===== src/hdl/assert_macros.svh =====
// ----------------------------------------------------------------------------
// Assertion macros
// Concurrent assertion wrappers; empty when SYNTH is defined.
// ----------------------------------------------------------------------------
`ifndef ASSERT_MACROS_SVH
`define ASSERT_MACROS_SVH

`ifndef SYNTH
`define ASSERT_PROP(lbl, clk, rstn, prop, msg) \
  lbl: assert property (@(posedge clk) disable iff (!rstn) prop) else $error(msg);
`define ASSERT_NEVER(lbl, clk, rstn, cond, msg) \
  lbl: assert property (@(posedge clk) disable iff (!rstn) !(cond)) else $error(msg);
`else
`define ASSERT_PROP(lbl, clk, rstn, prop, msg)
`define ASSERT_NEVER(lbl, clk, rstn, cond, msg)
`endif

`endif


===== src/hdl/tcce_pkg.sv =====
`timescale 1ns / 1ps
// ----------------------------------------------------------------------------
// Text console cursor engine package
// Shared constants, codes, command/status structs and the tab stop table.
// ----------------------------------------------------------------------------
package tcce_pkg;

  // Default geometry
  localparam int unsigned COLS_DEF      = 80;
  localparam int unsigned ROWS_DEF      = 25;
  localparam int unsigned TAB_WIDTH_DEF = 8;

  // Fixed field widths
  localparam int unsigned KIND_W    = 2;
  localparam int unsigned CHAR_W    = 8;
  localparam int unsigned TGT_W     = 8;
  localparam int unsigned COL_OUT_W = 7;
  localparam int unsigned ROW_OUT_W = 5;
  localparam int unsigned ERR_W     = 2;
  localparam int unsigned CELL_W    = 16;
  localparam int unsigned COLOR_W   = 8;

  // APB port
  localparam int unsigned PADDR_W = 3;
  localparam int unsigned PDATA_W = 32;
  localparam logic [PADDR_W-3:0] REG_TEXT_COLOR = '0;

  // Item kinds
  localparam logic [KIND_W-1:0] KIND_PUT  = 2'd0;
  localparam logic [KIND_W-1:0] KIND_MOVE = 2'd1;
  localparam logic [KIND_W-1:0] KIND_READ = 2'd2;

  // Control characters
  localparam logic [CHAR_W-1:0] CH_TAB     = 8'h09;
  localparam logic [CHAR_W-1:0] CH_NEWLINE = 8'h0A;
  localparam logic [CHAR_W-1:0] CH_RETURN  = 8'h0D;
  localparam logic [CHAR_W-1:0] BLANK_CHAR = 8'h20;

  // Error bit positions
  localparam int unsigned ERR_COL_BIT = 0;
  localparam int unsigned ERR_ROW_BIT = 1;

  localparam logic [COLOR_W-1:0] COLOR_RESET = 8'h07;
  localparam logic [CELL_W-1:0]  CELL_RESET  = 16'h0720;

  // Next tab stop for every possible column
  localparam int unsigned TAB_TBL_DEPTH = 128;
  typedef logic [7:0] tab_stop_t [TAB_TBL_DEPTH];

  function automatic tab_stop_t tab_stops(int unsigned tw);
    tab_stop_t   tbl;
    int unsigned stop;
    stop = tw;
    for (int unsigned c = 0; c < TAB_TBL_DEPTH; c++) begin
      if (c >= stop) begin
        stop = stop + tw;
      end
      tbl[c] = 8'(stop);
    end
    return tbl;
  endfunction

  typedef enum logic [2:0] {
    ST_CLEAR,
    ST_IDLE,
    ST_EXEC,
    ST_SCROLL,
    ST_RESULT
  } tcce_state_e;

  typedef struct packed {
    logic capture;
    logic execute;
    logic clear_wr;
    logic blank_wr;
    logic cnt_rst;
    logic top_adv;
    logic result_load;
  } tcce_cmd_t;

  typedef struct packed {
    logic needs_scroll;
    logic sweep_last;
    logic line_last;
    logic out_free;
  } tcce_sts_t;

endpackage


===== src/hdl/tcce_ctrl.sv =====
`timescale 1ns / 1ps
// ----------------------------------------------------------------------------
// Cursor engine controller
// Sequences clear sweep, item execution, line scroll and result hand-off.
// ----------------------------------------------------------------------------
`include "assert_macros.svh"

module tcce_ctrl
  import tcce_pkg::*;
(
  input  logic      clk_i,
  input  logic      rst_ni,
  input  logic      in_valid_i,
  output logic      in_stall_o,
  input  tcce_sts_t sts_i,
  output tcce_cmd_t cmd_o
);

  tcce_state_e state_q, state_d;

  always_ff @(posedge clk_i or negedge rst_ni) begin
    if (!rst_ni) begin
      state_q <= ST_CLEAR;
    end else begin
      state_q <= state_d;
    end
  end

  // Next state
  always_comb begin
    state_d = state_q;
    unique case (state_q)
      ST_CLEAR: begin
        if (sts_i.sweep_last) state_d = ST_IDLE;
      end
      ST_IDLE: begin
        if (in_valid_i) state_d = ST_EXEC;
      end
      ST_EXEC: begin
        state_d = sts_i.needs_scroll ? ST_SCROLL : ST_RESULT;
      end
      ST_SCROLL: begin
        if (sts_i.line_last) state_d = ST_RESULT;
      end
      ST_RESULT: begin
        if (sts_i.out_free) state_d = ST_IDLE;
      end
      default: state_d = ST_IDLE;
    endcase
  end

  // Commands
  always_comb begin
    cmd_o      = '0;
    in_stall_o = 1'b1;
    unique case (state_q)
      ST_CLEAR: begin
        cmd_o.clear_wr = 1'b1;
      end
      ST_IDLE: begin
        in_stall_o    = 1'b0;
        cmd_o.capture = in_valid_i;
      end
      ST_EXEC: begin
        cmd_o.execute = 1'b1;
        cmd_o.cnt_rst = 1'b1;
      end
      ST_SCROLL: begin
        cmd_o.blank_wr = 1'b1;
        cmd_o.top_adv  = sts_i.line_last;
      end
      ST_RESULT: begin
        cmd_o.result_load = sts_i.out_free;
      end
      default: ;
    endcase
  end

  `ASSERT_PROP(a_cmd_exclusive, clk_i, rst_ni,
    $onehot0({cmd_o.capture, cmd_o.execute, cmd_o.clear_wr, cmd_o.blank_wr, cmd_o.result_load}),
    "controller issued overlapping commands")
  `ASSERT_PROP(a_scroll_entry, clk_i, rst_ni,
    $rose(cmd_o.blank_wr) |-> $past(cmd_o.execute) && $past(sts_i.needs_scroll),
    "line clear started without a scroll request")
  `ASSERT_PROP(a_sweep_done, clk_i, rst_ni,
    cmd_o.clear_wr && sts_i.sweep_last |=> !cmd_o.clear_wr && !in_stall_o,
    "clear sweep did not hand over to idle")

endmodule


===== config.mk =====
export PLATFORM = sky130hd
export DESIGN_NAME = tcce_ctrl
export DESIGN_NICKNAME = d
export VERILOG_FILES = /design/src/hdl/tcce_pkg.sv /design/src/hdl/tcce_ctrl.sv
export VERILOG_INCLUDE_DIRS = /design/src /design/src/hdl
export SDC_FILE = /design/constraint.sdc
export NUM_CORES = 1
export LEC_CHECK = 0
export ABC_AREA = 1
export BUFFER_PORTS_ARGS = -buffer_cell sky130_fd_sc_hd__buf_2
export CORE_AREA = 2 2 39 41
export CTS_CLUSTER_SIZE = 12
export DETAILED_ROUTE_END_ITERATION = 8
export DIE_AREA = 0 0 41 43
export PLACE_DENSITY_LB_ADDON = 0.05
export SYNTH_ARGS = -nofsm -noshare
export SYNTH_HDL_FRONTEND = slang
export SYNTH_SLANG_ARGS = --single-unit

===== constraint.sdc =====
create_clock -name clk_i -period 1.32 [get_ports clk_i]
set_input_delay 0.132 -clock clk_i [delete_from_list [all_inputs] [get_ports clk_i]]
set_output_delay 0.132 -clock clk_i [all_outputs]
set_load 0.01 [all_outputs]

==> summary.txt <==
STA
  • Tmin final: 1280 ps
  • RSZ-0062 raised after global routing: yes
  • Setup Total Neg Slack: 0 ps
  • Fin crit share: 96.8%
  • Fmax: 783 MHz
  • Slew margin rel.: 88.7%
  • Final hold vios: 0
  • Post-layout worst setup margin: 42.3 ps
  • Final setup fails: 0
  • Worst Tran Pin Value: 168 ps
  • Final Max Tran Viols: 0
  • Layout Skew: 0.782 ps

Logic synthesis
  • Synth cell types: 9
  • Seq/Total Area, Yosys: 30.5%
  • Synthesized flop and latch total: 3
  • Cell Area, Synth: 246 sq um
  • Post-synth net total: 51
  • Cell taking the most area after synthesis: dfrtp_1
  • Post-synth top cells: 13 x nand2_1, 10 x inv_1, 8 x nor2_1, 3 x dfrtp_1, 3 x nand3_1
  • Ys async rst share: 100%
  • Yosys warnings: 0
  • Most frequent cell after synthesis: nand2_1
  • Ys flop type: dfrtp_1
  • Synthesized instance count: 44
  • Post-synth EDFFs: 0
  • Yosys top cell area share: 30.5%
  • Mean post-synth cell area: 5.60 sq um
  • Main area contributors after synthesis: dfrtp_1 30%, nand2_1 20%, inv_1 15%

Detailed routing
  • Drt via density: 4.01
  • 1st-iter DRT viols: 2
  • Final wirelength: 728 um
  • Detailed-route via count: 333
  • First-pass DRT Iterations: 2
  • Routed WL per cell: 8.77 um
  • Drt drc: 0
  • Final ANT Viol Nets: 0

Critical path
  • Crit path required time: 1190 ps
  • Crit path kind: reg -> out
  • Worst R2R Start: state_q[0]
  • CP startpoint kind: flop
  • Reg2Reg Depth: 8
  • CP max FO: 5
  • Reg2Reg Setup Slack: 110 ps
  • WP data arrival: 1150 ps
  • Critical path launch point: state_q[2]
  • Worst setup EP type: output pin
  • R2R Path End: state_q[2]
  • Critical Path End: cmd_o[1]

Power and ir drop
  • Peak supply drop: 681 uV
  • Sw Share: 47.3%
  • PD cells: 2460 nW/um^2
  • P_int: 0.000574 W
  • Clock power share: 15.2%
  • Sequential Power Share: 21.3%
  • Combinational power share: 63.5%
  • LEAKAGE: 0.264 nW
  • Switching pwr: 0.000515 W

CTS
  • CTS Buf Count: 3
  • Later-pin clock latency in the skew report: 240 ps
  • Clk slew on worst S/H paths: 40 ps
  • TritonCTS clock tree: yes
  • CTS Buffer Depth: 2
  • H-tree Lvls: 1
  • CTS sink cnt: 3
  • Root buffer cell: clkbuf_4

Finish
  • Seq. cell area: 77.6 sq um
  • Layout Utilization: 32.0%
  • Number of flip-flops in the largest register: 3
  • Largest registers in the final layout: state_q x3
  • Footprint of the multi-input gates: 164 sq um
  • Layout Area Growth over Synthesis: 79.7%
  • Fill count: 179
  • Nets@finish: 75
  • Share of cells above drive strength 1: 53.7%
  • Diodes inserted: 0
  • Layout Cells excl Fill: 83
  • Top reg by flops: state_q

GRT
  • Total gr overflow: 0
  • Total Routing Usage GR: 9.55%
  • Global-route wire length before repair: 1060 um
  • Initial antenna violation count: 0
  • Largest net degree at the start of global routing: 7
  • Number of global-route vias before repair: 274

Placement
  • GP Congestion: 0.673
  • Port buffer count: 14
  • DP HPWL: 552 um
  • Dpl ws: 156 ps
  • DP Cell Count: 73

Worst hold path
  • Hold WC Path Type: in -> reg
  • Worst hold path cell count: 4

Die
  • Die height: 43 um
  • Starting Density: 17.8%
  • Core region area: 1380 sq um
  • Die Area: 1760 sq um
  • I/O pin count: 15
  • Die width: 41 um
  • Num rows: 14

Job
  • MaxCap Viol Count: 0

Status
  • Status: completed
==> cell type report <==
class                   instances  area share [%]
repair buffers                 20            26.6
multi-input cells              30            37.0
flip-flops and latches          3            17.5
clock buffers                   4            5.93
well taps                      16            4.52
inverters                      10            8.47
==> per-layer routing <==
metal	part of all wire (%)	GRT usage, %
met5	0	0
met4	0	2.00
met3	9.6	7.85
met2	50	13.4
met1	41	11.0
==> how the worst min path moves through the flow <==
stage | start | to | slack [ps]
after floorplan | rst_ni | state_q[0] | -160
final | sts_i[1] | state_q[1] | 180
after detailed placement | rst_ni | state_q[0] | -70
after CTS | sts_i[1] | state_q[1] | 170
after global placement | rst_ni | state_q[2] | -70
after global routing | sts_i[1] | state_q[1] | 200
==> critical path, cell delays in order (launching register included) <==
cell and delay [ps]:
dfrtp_2 450, buf_4 160, nor3_2 150, buf_2 150
==> metrics by stage <==
step | total power [W] | cell area, sq um | hold slack (ps)
5_1_grt | 0.00119 | 443 | 196
3_3_place_gp | 0.000707 | 329 | -69.1
2_1_floorplan | 0.000535 | 246 | -164
6_report | 0.00109 | 443 | 184
4_1_cts | 0.000953 | 390 | 168
3_5_place_dp | 0.000700 | 329 | -67.7
==> cells in the final DEF, fill, tap and decap left out, types with 3 or more instances in the layout <==
cell type	Yosys	routed
nand2_1	13	12
nor2_1	8	4
buf_2	0	14
inv_1	10	7
clkbuf_4	0	3
nor2_2	2	3
nand3_1	3	3
nor2_4	0	3
inv_2	0	3
buf_4	1	5
==> power by group through the flow <==
stage	registers (W)	clock network, W	logic [W]
after global placement	0.000212	0	0.000495
after CTS	0.000215	0.000177	0.000561
after floorplan	0.000186	0	0.000349
after detailed placement	0.000210	0	0.000490
final	0.000231	0.000165	0.000691
after global routing	0.000242	0.000190	0.000758
==> repair_timing <==
action | 4_1_cts | 5_1_grt
setup buffers | 2 | 3
endpoints found under the hold margin | 3 | 0
hold buffers | 1 | 0
pin swaps | 0 | 3
setup endpoints to repair | 4 | 6
gates resized for setup | 5 | 10
==> cell families after synthesis <==
family	after synthesis	share of synthesized area, %
AND/OR/NAND/NOR	28	47.2
flip-flops	3	30.5
AO/OA/AOI/OAI	2	4.06
buffers and inverters	11	18.3
(Power assumes the default switching activity.)
